[config.mk]
export PLATFORM = sky130hd
export DESIGN_NAME = control_frame_builder
export DESIGN_NICKNAME = d
export VERILOG_FILES = /design/src/rtl/cfb_pkg.sv /design/src/rtl/cfb_front.sv /design/src/rtl/cfb_queue.sv /design/src/rtl/cfb_back.sv /design/src/rtl/control_frame_builder.sv
export VERILOG_INCLUDE_DIRS = /design/src /design/src/rtl
export SDC_FILE = /design/constraint.sdc
export NUM_CORES = 1
export LEC_CHECK = 0
export BUFFER_PORTS_ARGS = -buffer_cell sky130_fd_sc_hd__buf_2
export CAP_MARGIN = 10
export CORE_MARGIN = 1
export CORE_UTILIZATION = 57
export DETAILED_ROUTE_END_ITERATION = 8
export GPL_TIMING_DRIVEN = 0
export HOLD_SLACK_MARGIN = 0.03
export PLACE_DENSITY = 0.79
export SLEW_MARGIN = 0
export SYNTH_ARGS = -nofsm -noshare
export SYNTH_HDL_FRONTEND = slang
export SYNTH_SLANG_ARGS = --single-unit
export TNS_END_PERCENT = 30
[constraint.sdc]
create_clock -name clk -period 5 [get_ports clk]
set_input_delay 0.25 -clock clk [delete_from_list [all_inputs] [get_ports clk]]
set_output_delay 0.25 -clock clk [all_outputs]
set_load 0.01 [all_outputs]
[src/rtl/control_frame_builder_macros.svh]
// Assertion helpers for the control frame builder.
// Both sample on clk and are switched off while arst_n is low.
`ifndef CONTROL_FRAME_BUILDER_MACROS_SVH
`define CONTROL_FRAME_BUILDER_MACROS_SVH

// The consequent must hold in the same cycle as the antecedent.
`define CFB_ASSERT_NOW(label, ante, cons, msg) \
	label: assert property (@(posedge clk) disable iff (!arst_n) (ante) |-> (cons)) \
		else $error(msg);

// The consequent must hold in the cycle after the antecedent.
`define CFB_ASSERT_NEXT(label, ante, cons, msg) \
	label: assert property (@(posedge clk) disable iff (!arst_n) (ante) |=> (cons)) \
		else $error(msg);

`endif

[src/rtl/cfb_pkg.sv]
package cfb_pkg;

	localparam int FRAME_LEN = 17;
	localparam int SUM_LEN = 13;
	localparam int IDX_W = $clog2(FRAME_LEN);
	// Thirteen bytes of at most 255 each never exceed twelve bits.
	localparam int SUM_W = 12;
	localparam int CNT_W = 4;
	localparam int QUEUE_DEPTH = 2;

	localparam int PADDR_W = 4;
	localparam int PDATA_W = 32;

	localparam logic [1:0] REG_HEADER_FIRST = 2'd0;
	localparam logic [1:0] REG_HEADER_SECOND = 2'd1;
	localparam logic [1:0] REG_REPEAT_COUNT = 2'd2;

	localparam logic [CNT_W-1:0] REPEAT_RESET = 4'd3;

	localparam logic KIND_FRAME = 1'b0;
	localparam logic KIND_OUTCOME = 1'b1;

	// Byte positions within the frame.
	localparam logic [IDX_W-1:0] POS_HEADER_FIRST = 5'd0;
	localparam logic [IDX_W-1:0] POS_HEADER_SECOND = 5'd1;
	localparam logic [IDX_W-1:0] POS_YAW_HI = 5'd2;
	localparam logic [IDX_W-1:0] POS_YAW_LO = 5'd3;
	localparam logic [IDX_W-1:0] POS_THROTTLE_HI = 5'd4;
	localparam logic [IDX_W-1:0] POS_THROTTLE_LO = 5'd5;
	localparam logic [IDX_W-1:0] POS_PITCH_HI = 5'd6;
	localparam logic [IDX_W-1:0] POS_PITCH_LO = 5'd7;
	localparam logic [IDX_W-1:0] POS_ROLL_HI = 5'd8;
	localparam logic [IDX_W-1:0] POS_ROLL_LO = 5'd9;
	localparam logic [IDX_W-1:0] POS_SHUTDOWN = 5'd10;
	localparam logic [IDX_W-1:0] POS_HOLD_HEIGHT = 5'd11;
	localparam logic [IDX_W-1:0] POS_UNLOCK = 5'd12;
	localparam logic [IDX_W-1:0] POS_SUM_B3 = 5'd13;
	localparam logic [IDX_W-1:0] POS_SUM_B2 = 5'd14;
	localparam logic [IDX_W-1:0] POS_SUM_B1 = 5'd15;
	localparam logic [IDX_W-1:0] POS_SUM_B0 = 5'd16;

	typedef struct packed {
		logic        kind;
		logic [15:0] yaw_value;
		logic [15:0] throttle_value;
		logic [15:0] pitch_value;
		logic [15:0] roll_value;
		logic        shutdown_request;
		logic        hold_height_request;
		logic        unlock_request;
		logic        sent_ok;
	} in_item_t;

	typedef struct packed {
		logic [7:0] frame_byte;
		logic       last_byte;
	} out_item_t;

	typedef struct packed {
		logic [15:0] yaw_value;
		logic [15:0] throttle_value;
		logic [15:0] pitch_value;
		logic [15:0] roll_value;
		logic        shutdown_flag;
		logic        hold_height_flag;
		logic        unlock_flag;
	} job_t;

	typedef struct packed {
		logic [CNT_W-1:0] shutdown_left;
		logic [CNT_W-1:0] hold_height_left;
		logic [CNT_W-1:0] unlock_left;
	} front_stat_t;

	typedef struct packed {
		logic             load;
		logic [IDX_W-1:0] idx;
		logic [7:0]       frame_byte;
	} back_stat_t;

endpackage

[src/rtl/cfb_front.sv]
module cfb_front (
	input  logic                      clk,
	input  logic                      arst_n,
	input  logic                      push,
	input  cfb_pkg::in_item_t         in_item,
	input  logic [cfb_pkg::CNT_W-1:0] repeat_count,
	input  logic                      q_full,
	output logic                      q_push,
	output cfb_pkg::job_t             q_job,
	output cfb_pkg::front_stat_t      stat
);

	logic accept;
	logic is_frame;
	logic outcome_ok;
	logic [cfb_pkg::CNT_W-1:0] shutdown_left_q;
	logic [cfb_pkg::CNT_W-1:0] hold_height_left_q;
	logic [cfb_pkg::CNT_W-1:0] unlock_left_q;
	logic [cfb_pkg::CNT_W-1:0] shutdown_d;
	logic [cfb_pkg::CNT_W-1:0] hold_height_d;
	logic [cfb_pkg::CNT_W-1:0] unlock_d;

	function automatic logic [cfb_pkg::CNT_W-1:0] next_count(
		input logic                      req,
		input logic [cfb_pkg::CNT_W-1:0] cur,
		input logic [cfb_pkg::CNT_W-1:0] reload,
		input logic                      load_en,
		input logic                      dec_en
	);
		logic [cfb_pkg::CNT_W-1:0] res;
		res = cur;
		if (load_en && req) begin
			res = reload;
		end else if (dec_en && cur != '0) begin
			res = cur - 1'b1;
		end
		return res;
	endfunction

	always_comb begin
		accept = push && !q_full;
		is_frame = accept && in_item.kind == cfb_pkg::KIND_FRAME;
		outcome_ok = accept && in_item.kind == cfb_pkg::KIND_OUTCOME && in_item.sent_ok;
		shutdown_d = next_count(in_item.shutdown_request, shutdown_left_q, repeat_count,
			is_frame, outcome_ok);
		hold_height_d = next_count(in_item.hold_height_request, hold_height_left_q,
			repeat_count, is_frame, outcome_ok);
		unlock_d = next_count(in_item.unlock_request, unlock_left_q, repeat_count,
			is_frame, outcome_ok);
	end

	always_ff @(posedge clk or negedge arst_n) begin
		if (!arst_n) begin
			shutdown_left_q <= '0;
			hold_height_left_q <= '0;
			unlock_left_q <= '0;
		end else begin
			shutdown_left_q <= shutdown_d;
			hold_height_left_q <= hold_height_d;
			unlock_left_q <= unlock_d;
		end
	end

	// Flags reflect the counters after this frame's own requests are applied.
	always_comb begin
		q_push = is_frame;
		q_job.yaw_value = in_item.yaw_value;
		q_job.throttle_value = in_item.throttle_value;
		q_job.pitch_value = in_item.pitch_value;
		q_job.roll_value = in_item.roll_value;
		q_job.shutdown_flag = shutdown_d != '0;
		q_job.hold_height_flag = hold_height_d != '0;
		q_job.unlock_flag = unlock_d != '0;
		stat.shutdown_left = shutdown_left_q;
		stat.hold_height_left = hold_height_left_q;
		stat.unlock_left = unlock_left_q;
	end

endmodule

[src/rtl/cfb_queue.sv]
module cfb_queue #(
	parameter int DEPTH = cfb_pkg::QUEUE_DEPTH
) (
	input  logic          clk,
	input  logic          arst_n,
	input  logic          push,
	input  cfb_pkg::job_t din,
	output logic          full,
	input  logic          pop,
	output cfb_pkg::job_t dout,
	output logic          empty
);

	localparam int PTR_W = (DEPTH > 1) ? $clog2(DEPTH) : 1;
	localparam int CNT_W = $clog2(DEPTH + 1);

	cfb_pkg::job_t mem_q [DEPTH];
	logic [PTR_W-1:0] wr_ptr_q;
	logic [PTR_W-1:0] rd_ptr_q;
	logic [CNT_W-1:0] count_q;
	logic do_push;
	logic do_pop;

	function automatic logic [PTR_W-1:0] bump(input logic [PTR_W-1:0] p);
		return (p == PTR_W'(DEPTH - 1)) ? '0 : p + 1'b1;
	endfunction

	assign full = count_q == CNT_W'(DEPTH);
	assign empty = count_q == '0;
	assign do_push = push && !full;
	assign do_pop = pop && !empty;
	assign dout = mem_q[rd_ptr_q];

	always_ff @(posedge clk) begin
		if (do_push) begin
			mem_q[wr_ptr_q] <= din;
		end
	end

	always_ff @(posedge clk or negedge arst_n) begin
		if (!arst_n) begin
			wr_ptr_q <= '0;
			rd_ptr_q <= '0;
			count_q <= '0;
		end else begin
			if (do_push) begin
				wr_ptr_q <= bump(wr_ptr_q);
			end
			if (do_pop) begin
				rd_ptr_q <= bump(rd_ptr_q);
			end
			if (do_push && !do_pop) begin
				count_q <= count_q + 1'b1;
			end else if (do_pop && !do_push) begin
				count_q <= count_q - 1'b1;
			end
		end
	end

endmodule

[src/rtl/cfb_back.sv]
module cfb_back (
	input  logic                 clk,
	input  logic                 arst_n,
	input  logic                 q_empty,
	input  cfb_pkg::job_t        q_job,
	output logic                 q_pop,
	input  logic [7:0]           header_first,
	input  logic [7:0]           header_second,
	input  logic                 pop,
	output logic                 empty,
	output cfb_pkg::out_item_t   out_item,
	output cfb_pkg::back_stat_t  stat
);

	cfb_pkg::job_t job_q;
	logic busy_q;
	logic [cfb_pkg::IDX_W-1:0] idx_q;
	logic [cfb_pkg::SUM_W-1:0] sum_q;
	cfb_pkg::out_item_t out_q;
	logic out_valid_q;
	logic advance;
	logic emit;
	logic last;
	logic [7:0] cur_byte;

	always_comb begin
		case (idx_q)
			cfb_pkg::POS_HEADER_FIRST:  cur_byte = header_first;
			cfb_pkg::POS_HEADER_SECOND: cur_byte = header_second;
			cfb_pkg::POS_YAW_HI:        cur_byte = job_q.yaw_value[15:8];
			cfb_pkg::POS_YAW_LO:        cur_byte = job_q.yaw_value[7:0];
			cfb_pkg::POS_THROTTLE_HI:   cur_byte = job_q.throttle_value[15:8];
			cfb_pkg::POS_THROTTLE_LO:   cur_byte = job_q.throttle_value[7:0];
			cfb_pkg::POS_PITCH_HI:      cur_byte = job_q.pitch_value[15:8];
			cfb_pkg::POS_PITCH_LO:      cur_byte = job_q.pitch_value[7:0];
			cfb_pkg::POS_ROLL_HI:       cur_byte = job_q.roll_value[15:8];
			cfb_pkg::POS_ROLL_LO:       cur_byte = job_q.roll_value[7:0];
			cfb_pkg::POS_SHUTDOWN:      cur_byte = {7'd0, job_q.shutdown_flag};
			cfb_pkg::POS_HOLD_HEIGHT:   cur_byte = {7'd0, job_q.hold_height_flag};
			cfb_pkg::POS_UNLOCK:        cur_byte = {7'd0, job_q.unlock_flag};
			cfb_pkg::POS_SUM_B1:        cur_byte = 8'(sum_q >> 8);
			cfb_pkg::POS_SUM_B0:        cur_byte = sum_q[7:0];
			// The two top checksum bytes are always zero.
			default:                    cur_byte = 8'd0;
		endcase
	end

	always_comb begin
		advance = !out_valid_q || pop;
		emit = busy_q && advance;
		last = idx_q == cfb_pkg::POS_SUM_B0;
		q_pop = !q_empty && (!busy_q || (emit && last));
	end

	always_ff @(posedge clk or negedge arst_n) begin
		if (!arst_n) begin
			busy_q <= 1'b0;
			idx_q <= '0;
			out_valid_q <= 1'b0;
		end else begin
			if (q_pop) begin
				busy_q <= 1'b1;
				idx_q <= '0;
			end else if (emit) begin
				if (last) begin
					busy_q <= 1'b0;
				end else begin
					idx_q <= idx_q + 1'b1;
				end
			end
			if (emit) begin
				out_valid_q <= 1'b1;
			end else if (pop) begin
				out_valid_q <= 1'b0;
			end
		end
	end

	always_ff @(posedge clk) begin
		if (q_pop) begin
			job_q <= q_job;
			sum_q <= '0;
		end else if (emit && idx_q < cfb_pkg::IDX_W'(cfb_pkg::SUM_LEN)) begin
			sum_q <= sum_q + cfb_pkg::SUM_W'(cur_byte);
		end
		if (emit) begin
			out_q.frame_byte <= cur_byte;
			out_q.last_byte <= last;
		end
	end

	assign empty = !out_valid_q;
	assign out_item = out_q;
	assign stat.load = emit;
	assign stat.idx = idx_q;
	assign stat.frame_byte = cur_byte;

endmodule

[src/rtl/control_frame_builder.sv]
// A frame transaction is accepted into the job queue, loaded into the byte sequencer
// once the sequencer is idle, and its bytes then pass through the output register.
// A frame is seventeen bytes, sent one byte per cycle while the consumer keeps popping.
// An outcome transaction produces no bytes.
// Reset is asynchronous, active low: command counters clear, headers go to zero,
// the repeat count goes to three, and the queue and output register empty.
`include "control_frame_builder_macros.svh"

module control_frame_builder #(
	parameter int QUEUE_DEPTH = cfb_pkg::QUEUE_DEPTH
) (
	input  logic                        clk,
	input  logic                        arst_n,
	// Input queue side.
	input  logic                        push,
	output logic                        full,
	input  cfb_pkg::in_item_t           in_item,
	// Result queue side.
	output logic                        empty,
	input  logic                        pop,
	output cfb_pkg::out_item_t          out_item,
	// Configuration port.
	input  logic                        psel,
	input  logic                        penable,
	input  logic                        pwrite,
	input  logic [cfb_pkg::PADDR_W-1:0] paddr,
	input  logic [cfb_pkg::PDATA_W-1:0] pwdata,
	output logic [cfb_pkg::PDATA_W-1:0] prdata,
	output logic                        pready
);

	// Configuration registers. Change them only while the block is idle; it does
	// not enforce it. The back end reads header bytes straight from here as it emits.
	logic [7:0] header_first_q;
	logic [7:0] header_second_q;
	logic [cfb_pkg::CNT_W-1:0] repeat_count_q;
	logic cfg_write;
	logic [1:0] reg_idx;

	// Queue between the classifier and the byte sequencer.
	logic q_push;
	logic q_full;
	logic q_pop;
	logic q_empty;
	cfb_pkg::job_t q_job_in;
	cfb_pkg::job_t q_job_out;

	cfb_pkg::front_stat_t front_stat;
	cfb_pkg::back_stat_t back_stat;

	// Conditions watched by the checks at the end.
	logic sum_top_byte;
	logic ack_shutdown;
	logic [cfb_pkg::CNT_W-1:0] shutdown_cnt;
	logic [cfb_pkg::CNT_W-1:0] shutdown_less;

	assign pready = 1'b1;
	assign reg_idx = paddr[cfb_pkg::PADDR_W-1:2];
	assign cfg_write = psel && penable && pwrite && pready;

	always_ff @(posedge clk or negedge arst_n) begin
		if (!arst_n) begin
			header_first_q <= '0;
			header_second_q <= '0;
			repeat_count_q <= cfb_pkg::REPEAT_RESET;
		end else if (cfg_write) begin
			case (reg_idx)
				cfb_pkg::REG_HEADER_FIRST:  header_first_q <= pwdata[7:0];
				cfb_pkg::REG_HEADER_SECOND: header_second_q <= pwdata[7:0];
				cfb_pkg::REG_REPEAT_COUNT:  repeat_count_q <= pwdata[cfb_pkg::CNT_W-1:0];
				// Writes to unmapped addresses are dropped.
				default: ;
			endcase
		end
	end

	always_comb begin
		case (reg_idx)
			cfb_pkg::REG_HEADER_FIRST:  prdata = {24'd0, header_first_q};
			cfb_pkg::REG_HEADER_SECOND: prdata = {24'd0, header_second_q};
			cfb_pkg::REG_REPEAT_COUNT:  prdata = {28'd0, repeat_count_q};
			default:                    prdata = '0;
		endcase
	end

	// The front end owns the command counters. Every transaction passes
	// through it in order, so it can fix each frame's command flags at
	// acceptance and hand the back end a self-contained job. Outcome
	// transactions stop here. It stalls only when the job queue is full.
	assign full = q_full;

	cfb_front u_front (
		.clk          (clk),
		.arst_n       (arst_n),
		.push         (push),
		.in_item      (in_item),
		.repeat_count (repeat_count_q),
		.q_full       (q_full),
		.q_push       (q_push),
		.q_job        (q_job_in),
		.stat         (front_stat)
	);

	cfb_queue #(
		.DEPTH (QUEUE_DEPTH)
	) u_queue (
		.clk    (clk),
		.arst_n (arst_n),
		.push   (q_push),
		.din    (q_job_in),
		.full   (q_full),
		.pop    (q_pop),
		.dout   (q_job_out),
		.empty  (q_empty)
	);

	// The back end walks one job byte by byte into an output register,
	// summing the first thirteen bytes on the way for the checksum. It takes
	// the next job in the same cycle that it emits the last byte, so frames
	// follow each other with no gap while the consumer keeps popping.
	cfb_back u_back (
		.clk           (clk),
		.arst_n        (arst_n),
		.q_empty       (q_empty),
		.q_job         (q_job_out),
		.q_pop         (q_pop),
		.header_first  (header_first_q),
		.header_second (header_second_q),
		.pop           (pop),
		.empty         (empty),
		.out_item      (out_item),
		.stat          (back_stat)
	);

	assign sum_top_byte = back_stat.load
		&& (back_stat.idx inside {cfb_pkg::POS_SUM_B3, cfb_pkg::POS_SUM_B2});
	assign shutdown_cnt = front_stat.shutdown_left;
	assign shutdown_less = front_stat.shutdown_left - 1'b1;
	assign ack_shutdown = push && !full && in_item.kind == cfb_pkg::KIND_OUTCOME
		&& in_item.sent_ok && front_stat.shutdown_left != '0;

	// The front end never writes a job into a full queue.
	`CFB_ASSERT_NOW(a_no_queue_overflow, q_push, !q_full, "job pushed into a full queue")

	// The checksum never reaches its two top bytes.
	`CFB_ASSERT_NOW(a_sum_high_zero, sum_top_byte, back_stat.frame_byte == 8'd0, "checksum high byte")

	// An acknowledged outcome counts a live shutdown command down by one.
	`CFB_ASSERT_NEXT(a_shutdown_dec, ack_shutdown, shutdown_cnt == $past(shutdown_less), "no decrement")

endmodule
Word-level counts from Yosys, hierarchy flattened:

Memories as Yosys holds them, arrays and structs flattened. A register that Yosys moved wholly into a read port is not among the register bits.
Index checks and enable logic that the tools add are counted.
W data, S select, Z words.

* bits in registers: 64
* word-level logic and storage cells: 113
* memory bits (writable): 134
* memories: 1

* bitwise logic cells: 1
* $lt $le $gt $ge: 1
* $add $sub $neg: 9
* eq/ne operators: 18
* reduce and logical (&&, ||, !) cells: 46
* multiplexer cells: 22

Memories
* u_queue.mem_q: depth 2, bits a word 67, rd ports 1, clocked after memory_dff 1, write ports 1, RTL line cfb_queue.sv:17 `cfb_pkg::job_t mem_q [DEPTH];`

Operator list (count)
* $pmux W8 S15: 1
* $eq A5 B4 Y1 const B: 6
* $mux W4: 6
* $pmux W8 S3: 1
* $reduce_bool A4 Y1: 6
* $eq A5 B3 Y1 const B: 4
* $logic_and A1 B1 Y1: 20
* $mux W5: 3
* $add A12 B8 Y12: 1
* $sub A4 B1 Y4 const B: 3
* $eq A5 B2 Y1 const B: 2
* $reduce_and A2 Y1: 5
* $mux W1: 9
* $reduce_bool A2 Y1: 4
* $logic_not A1 Y1: 6
* $add A5 B1 Y5 const B: 1
* $eq A5 B1 Y1 const B: 1
* $eq A5 B5 Y1 const B: 1
* $logic_not A5 Y1: 1
* $lt A5 B4 Y1 const B: 1
* $eq A2 B2 Y1 const B: 2
* $logic_not A2 Y1: 2
* $mux W2: 2
* $add A1 B1 Y1 const B: 2
* other kinds (6): 7

Logic depth before layout (Yosys ltp):

Gate-level depths: netlist of run 1.

* depth in word-level cells: 10
* mapped depth: 17
* gate-level depth less buffers: 15

Hierarchy:

From an unflattened synthesis of run 1, not the netlist that was laid out.

* cells, all modules: 809
* area, all modules: 11857.6 µm²

Modules (own cells, without submodules)
* cfb_queue: cells an instance 228, sequential area each 4124.0 µm², area an instance 5122.4 µm², times used 1
* cfb_back: cells an instance 339, sequential area each 2697.6 µm², area an instance 4310.4 µm², times used 1
* cfb_front: cells an instance 147, sequential area each 300.3 µm², area an instance 1272.5 µm², times used 1
* control_frame_builder: cells an instance 95, sequential area each 503.0 µm², area an instance 1152.4 µm², times used 1

Least setup slack after synthesis of run 1:

Ideal clock, no wire load.

* path type: flip-flop to flip-flop
* start: register u_queue.count_q[1]
* end: memory u_queue.mem_q[0][0] (netlist bit), enable pin
* arrival: 4.060 ns
* setup time: 0.500 ns
* period minus slack after synthesis: 4.561 ns
* path slack: 0.439 ns
* stages on the path, launching flop included: 5
* cells stage by stage: dfrtp_1 > nor2b_1 > buf_6 > nor3b_4 > nor2b_1

* cells in the longest elaborated chain, start to end: 7

RTL lines
* from (decl): RTL line cfb_queue.sv:20 `logic [CNT_W-1:0] count_q;`
* from (signal assigned): RTL line cfb_queue.sv:53 `count_q <= count_q + 1'b1;`
* from (signal assigned): RTL line cfb_queue.sv:55 `count_q <= count_q - 1'b1;`
* $eq A2 B2 Y1 *: RTL line cfb_queue.sv:28 `assign full = count_q == CNT_W'(DEPTH);`
* named net full: RTL line control_frame_builder.sv:16 `output logic full,`
* $logic_not A1 Y1 *: RTL line cfb_front.sv:41, cfb_queue.sv:30
* $logic_and A1 B1 Y1: RTL line cfb_front.sv:41 `accept = push && !q_full;`
* $logic_and A1 B1 Y1: RTL line cfb_front.sv:42 `is_frame = accept && in_item.kind == cfb_pkg::KIND_FRAME;`
* $logic_and A1 B1 Y1 *: RTL line cfb_queue.sv:30 `assign do_push = push && !full;`
* named net u_queue.do_push: RTL line cfb_queue.sv:21 `logic do_push;`
* $mux W1 *: RTL line cfb_queue.sv:35 `if (do_push) begin`
* $mux W1 (not written as such) *: RTL line cfb_queue.sv:36 `mem_q[wr_ptr_q] <= din;`
* to (decl): RTL line cfb_queue.sv:17

The timed path passes the listed nets; every way through them passes the cells marked *.

==> key figures, run 1 <==
Routing
  – 1st-iter DRT viols: 498
  – Routed vias/inst: 5.53
  – Drt wl/cell: 19.1 um
  – Antenna viol nets, final: 0
  – Routed WL: 24200 um
  – Routed via count: 6991
  – DRT Pass-1 Iters: 5
  – DR DRC count: 0

Logic synthesis
  – Yosys top cell area share: 56.6%
  – Mux share of post-synthesis cell area: 12.5%
  – Register area share after synthesis: 68.4%
  – Seq cells post-synth: 265
  – Post-Synth Simple-Gate Area: 6.99%
  – Syn Area/Cell: 14.9 um2
  – Post-synthesis compound-gate area fraction: 5.50%
  – Post-Syn Area: 11200 um2
  – Synth cell types: 58
  – Synth warnings: 0
  – XOR/XNOR Fraction of Synth Area: 1.41%
  – EDFF count, synth: 210
  – Synth top area cells: edfxtp_1, dfrtp_1, mux2_2
  – Leading area contributor after synthesis: edfxtp_1
  – Cells after Synth: 749
  – Main combinational cell family by area after synthesis: multiplexers
  – Synth Flop Type: edfxtp_1
  – Ys async rst share: 16.2%
  – Area share of fa/ha/maj cells after synthesis: 2.09%

Timing
  – RSZ-0062 raised after global routing: false
  – Setup violators final: 0
  – Clk_skew: 0.0179 ns
  – Post-route clock period utilization: 90.8%
  – Period minus WS final: 4.54 ns
  – Slew headroom: 35.4%
  – Max-slew violations: 0
  – Setup TNS: 0 ns
  – Fmax: 0.220 GHz
  – Least-Margin Pin Slew: 0.969 ns
  – Final hold vios: 0

Setup path
  – WP data required: 5.40 ns
  – Critical Path Source Type: register
  – Critical path data arrival time: 4.94 ns
  – Crit Path Max Fanout: 10
  – Worst setup EP type: register
  – Crit path kind: register to register

Floorplan
  – Die X: 142 um
  – Core ar.: 19000 um2
  – IO Pins: 156
  – Row count: 50
  – Die area: 20100 um2
  – Initial Util: 58.8%
  – Die Span Y: 142 um

Finish
  – Fillers: 1249
  – Multi-input logic area: 3280 um2
  – Non-filler instance count after layout: 1264
  – Commonest cells after routing, fill and taps aside: edfxtp_1, buf_2, mux2_2
  – Share of layout cells above drive strength 1: 27.3%
  – Nets@finish: 1114
  – Area Overhead vs Synth: 23.3%
  – Fin util: 72.5%
  – Diodes inserted: 0
  – Commonest non-fill, non-tap cell in the layout: edfxtp_1
  – Footprint of the flip-flops and latches: 7620 um2

CTS
  – Total clock sinks: 265
  – Clk_lat worst skew: 0.52 ns
  – Root cell of the clock tree: clkbuf_16
  – CTS tree: yes
  – Reg clk slew, reported paths: 0.06 ns
  – H-tree levels: 1
  – Post_cts resized: 0
  – Hold-fix buffers, CTS: 74
  – Worst-case clock buffer depth: 3
  – CTS Buf Count: 26
  – Setup Buffers After CTS: 0

Run status
  – Status: finished, final reports clean

Placement
  – Hpwl dp: 15300 um
  – Routability cong.: 0.927
  – Cell total after placement: 1140
  – I/O Buffers: 104

GRT
  – Pin count of the biggest net entering global routing: 66
  – Vias in the first global route: 7032
  – Global route total overflow: 0
  – GRT Util Overall: 24.7%
  – Initial antenna violation count: 0
  – First-pass GRT wire length: 37200 um

Flow run
  – Max-cap viol count: 0

Pwr
  – Cell Pwr Density: 513 nW/um2
  – Peak supply drop: 0.320 mV
  – Lkg Pwr: 5.26 nW

Min path
  – Hold crit path type: input port to register
[power by group]
| part | internal (mW) | switching (mW) | total, mW |
|---|---|---|---|
| clock network | 1.08 | 0.781 | 1.86 |
| registers | 2.91 | 0.238 | 3.15 |
| logic | 0.871 | 1.17 | 2.04 |
[routing by layer]
layer	GRT usage, %	vias up	routed length (um)
met5	0	-	0
met4	8.32	0	623
met3	3.88	49	1420
met2	41.7	281	11700
met1	32.9	3427	10400
li1	-	3234	-
[through the flow]
step           total power, mW  hold WS, ns  worst slack, ns  cell area [um2]
6_report                  7.05       0.0678            0.461            13800
5_1_grt                   7.39       0.0627            0.298            13800
4_1_cts                   7.05       0.0441            0.567            13700
3_5_place_dp              5.15        0.441            0.617            12200
3_3_place_gp              5.07        0.437            -1.44            12100
2_1_floorplan             4.51      -0.0456            0.439            11200
[cell type report]
cell class / count / share of cell area (%)
buffer: 49 / 2.12
clock buffer: 41 / 5.44
clock inverter: 7 / 0.446
inverter: 15 / 0.409
multi-input combinational: 443 / 23.8
sequential: 265 / 55.5
tap: 260 / 2.37
timing repair buffer: 184 / 9.94
[path summary, 6_finish.rpt]
kind                                              from                                    to  slack [ns]  cells past startpoint
max                        u_back.idx_q[2]$_DFFE_PN0P_          u_back.sum_q[9]$_SDFFE_PP0P_        0.46                     13
max in group asynchronous                       arst_n        u_queue.count_q[1]$_DFFE_PN0P_        3.94                      2
min reg2reg                  u_back.busy_q$_DFFE_PN0P_        u_back.out_valid_q$_DFFE_PN0P_        0.46                      1
max reg2reg                u_back.idx_q[2]$_DFFE_PN0P_          u_back.sum_q[9]$_SDFFE_PP0P_        0.46                     13
min                                         in_item[3]  u_front.shutdown_left_q[3]$_DFF_PN0_        0.07                      3
min in group asynchronous                       arst_n          u_queue.wr_ptr_q$_DFFE_PN0P_        0.46                      2
[critical path: stages, from the launching register on]
cell	delay (ns)
dfrtp_1	0.32
clkbuf_1	0.31
clkbuf_1	0.65
clkbuf_1	0.56
and3_1	0.26
ha_1	0.25
a222oi_1	0.14
a41oi_1	0.40
ha_1	0.34
nor2b_1	0.17
a311o_1	0.40
a221o_1	0.35
and3_1	0.19
mux2i_1	0.11
[registers in the layout (all words and copies together) (netlist names)]
signal,cells
u_queue.mem_q,134
u_queue.rd_ptr_q,1
repeat_count_q,4
u_back.out_item,9
u_back.busy_q,1
u_front.unlock_left_q,4
header_first_q,8
u_front.shutdown_left_q,4
u_back.job_q,67
u_back.idx_q,5
u_queue.wr_ptr_q,1
u_back.out_valid_q,1
u_front.hold_height_left_q,4
header_second_q,8
u_back.sum_q,12
u_queue.count_q,2
[cells in the mapped netlist, types with 3 or more instances]
cell / number
and2_1: 4
a22oi_1: 3
nor3_1: 9
nor2_1: 42
o21ai_0: 18
mux2_2: 91
edfxtp_1: 210
buf_4: 25
a22o_1: 5
clkbuf_1: 13
nand3_1: 7
xnor2_1: 7
dfxtp_1: 12
inv_1: 14
o211ai_1: 4
or4_1: 3
o22ai_1: 3
a221oi_1: 6
mux2i_1: 35
dfrtp_1: 41
nor2b_1: 14
xor2_1: 11
and3_1: 5
buf_2: 3
a21oi_1: 32
nor3b_1: 7
ha_1: 17
nand2b_1: 5
buf_1: 7
nand2_1: 52
a211oi_1: 5
a31oi_1: 6
[kinds of logic (layout without fill, tap and decap cells)]
kind of cell | count (synthesis) | in the layout
XOR/XNOR | 18 | 18
adder cells (fa/ha/maj) | 18 | 18
flip-flops | 265 | 265
AND/OR/NAND/NOR | 159 | 159
AO/OA/AOI/OAI | 96 | 96
buffers and inverters | 64 | 296
other | 2 | 25
multiplexers | 127 | 127
Note: power is estimated with default switching activity, not from simulation.
==> inputs of run 2 (changes only) <==
- CORE_UTILIZATION: 57 -> 52
- MAX_ROUTING_LAYER: default -> met4
- PLACE_DENSITY: 0.79 -> 0.76
- clock period: 5 -> 4.07 ns (I/O delays scaled with it)
==> key figures, run 2 (same netlist as run 1, synthesis figures left out) <==
Setup path
  – Crit path kind: register to register
  – Register-to-Register Setup Slack: 0.21 ns
  – R2R depth: 13
  – Critical Path Source Type: register
  – CP max stage delay: 0.50 ns
  – Crit Path Max Fanout: 10
  – CP top delay family: compound AO/OA/AOI/OAI gates
  – RR Startpoint: u_back.idx_q[2]$_DFFE_PN0P_
  – Critical path data arrival time: 4.28 ns
  – Slowest CP cell: dfrtp_1
  – Worst reg2reg endpoint: u_back.sum_q[9]$_SDFFE_PP0P_
  – WP data required: 4.49 ns
  – WP buf/inv: 2
  – Critical Path Source: u_back.idx_q[2]$_DFFE_PN0P_
  – Crit-path cells: clkbuf_4 -> clkbuf_4 -> mux2i_1 -> o22ai_1 -> a211oi_1 -> a31oi_1 -> ha_1 -> a21oi_1 -> nor2b_1 -> a311o_1 -> a221o_1 -> and3_1 -> mux2i_1
  – Worst setup EP type: register

Placement
  – Routability cong.: 0.961
  – Hpwl dp: 15700 um
  – I/O Buffers: 104
  – Place WS: -0.393 ns

CTS
  – Reg clk slew, reported paths: 0.06 ns
  – Worst-case clock buffer depth: 3
  – Root cell of the clock tree: clkbuf_16
  – H-tree levels: 1
  – Total clock sinks: 265
  – Clk_lat worst skew: 0.54 ns
  – CTS Buf Count: 27
  – CTS tree: yes

Routing
  – Routed WL: 24600 um
  – Routed via count: 6871
  – Routed vias/inst: 5.36
  – Drt wl/cell: 19.2 um
  – DR DRC count: 0
  – DRT Pass-1 Iters: 6
  – 1st-iter DRT viols: 488
  – Antenna viol nets, final: 0

Finish
  – Share of layout cells above drive strength 1: 28.5%
  – Biggest register: u_queue.mem_q
  – Fillers: 1470
  – Diodes inserted: 0
  – Area Overhead vs Synth: 24.8%
  – Fin util: 66.2%
  – Max FFs per register: 134
  – Top flop regs: u_queue.mem_q: 134 flops, u_back.job_q: 67 flops, u_back.sum_q: 12 flops
  – Commonest non-fill, non-tap cell in the layout: edfxtp_1
  – Nets@finish: 1115
  – Commonest cells after routing, fill and taps aside: edfxtp_1, buf_2, mux2_2

Timing
  – RSZ-0062 raised after global routing: false
  – Setup violators final: 0
  – Final hold vios: 0
  – Final WS setup: 0.209 ns
  – Least-Margin Pin Slew: 1.16 ns
  – Setup TNS: 0 ns
  – Max-slew violations: 0
  – Clk_skew: 0.00908 ns
  – Slew headroom: 21.8%
  – Post-route clock period utilization: 94.9%
  – Period minus WS final: 3.86 ns
  – Fmax: 0.259 GHz

Pwr
  – Cell Pwr Density: 644 nW/um2
  – Register share of total power: 43.3%
  – Internal: 6.18 mW
  – P_sw: 2.79 mW
  – Net Sw Frac: 31.1%
  – Clock power frac: 28.6%
  – Lkg Pwr: 5.33 nW
  – Peak supply drop: 0.582 mV
  – Gate power share: 28.1%

Min path
  – Hold crit path type: input port to register
  – Worst Hold End: repeat_count_q[2]$_DFFE_PN0P_
  – Hold path depth: 3
  – Worst hold start: paddr[2]

Run status
  – Status: finished, final reports clean

Floorplan
  – IO Pins: 156
  – Die Span Y: 148 um
  – Core ar.: 21000 um2
  – Die area: 22000 um2
  – Die X: 148 um
  – Initial Util: 53.0%
  – Row count: 53

GRT
  – First-pass GRT wire length: 38100 um
  – Initial antenna violation count: 0
  – Vias in the first global route: 6932
  – GRT Util Overall: 23.8%
  – Pin count of the biggest net entering global routing: 77
  – Global route total overflow: 0

Flow run
  – Max-cap viol count: 0
run 2: cell count changes in the layout (fill, tap and decap cells not counted), sizes merged:
cell	change
dlygate4sd3	+4
buf	-3
clkinv	+8
inv	+1
bufinv	+4
clkinvlp	+2
clkbuf	-14
run 2: worst register-to-register path: cells and delay by family (launching register included):
kind | cells | cell delay (ns)
flops | 1 | 0.50
simple gates | 2 | 0.26
fa+ha+maj | 1 | 0.38
compound gates | 6 | 1.47
buf+inv | 2 | 0.63
mux | 2 | 0.49
run 2: layer usage:
layer | vias to the layer above | wire length [um] | track usage, %
met3 | 63 | 1390 | 3.13
li1 | 3234 | - | -
met2 | 272 | 12100 | 39.1
met5 | - | 0 | -
met1 | 3302 | 10200 | 30.5
met4 | 0 | 843 | 8.25
run 2: worst max path at each step:
stage | to | slack, ns | cells after the start
global route | u_back.sum_q[9]$_SDFFE_PP0P_ | 0.03 | 13
global placement | u_queue.mem_q[0][33]$_DFFE_PP_ | -0.38 | 4
floorplan | u_back.sum_q[9]$_SDFFE_PP0P_ | 0.68 | 13
detailed placement | u_back.sum_q[9]$_SDFFE_PP0P_ | -0.39 | 13
CTS | u_back.sum_q[9]$_SDFFE_PP0P_ | 0.003 | 14
finish | u_back.sum_q[9]$_SDFFE_PP0P_ | 0.21 | 13
run 2: power groups by stage:
stage	registers [mW]	logic, mW	clock network, mW
2_1_floorplan	3.84	1.70	0
3_3_place_gp	3.91	2.34	0
3_5_place_dp	3.91	2.43	0
4_1_cts	3.86	2.51	2.58
5_1_grt	3.93	2.75	2.71
6_report	3.88	2.52	2.57
run 2: layout make-up:
type	instances	area [um2]	share of cell area (%)
inverters	15	56.3	0.405
flip-flops and latches	265	7620	54.8
plain buffers	48	298	2.14
repair buffers	185	1370	9.83
clock buffers	28	679	4.88
clock inverters	22	253	1.82
multi-input cells	443	3290	23.7
well taps	275	344	2.47
run 2: timing repair:
item | 4_1_cts | 5_1_grt
resized for setup | 3 | 8
gates cloned | 0 | 0
hold endpoints to repair | 200 | 0
buffers inserted | 0 | 0
endpoints found under the setup margin | 8 | 74
hold buffers | 78 | 0
run 2: stage by stage:
stage | cell area (um2) | power [mW] | hold slack (ns) | std cells
floorplan | 11200 | 5.54 | -0.0921 | 772
global placement | 12100 | 6.26 | 0.391 | 1151
detailed placement | 12200 | 6.34 | 0.394 | 1154
CTS | 13900 | 8.96 | 0.118 | 1282
global route | 13900 | 9.39 | 0.156 | 1281
finish | 13900 | 8.97 | 0.130 | 1281
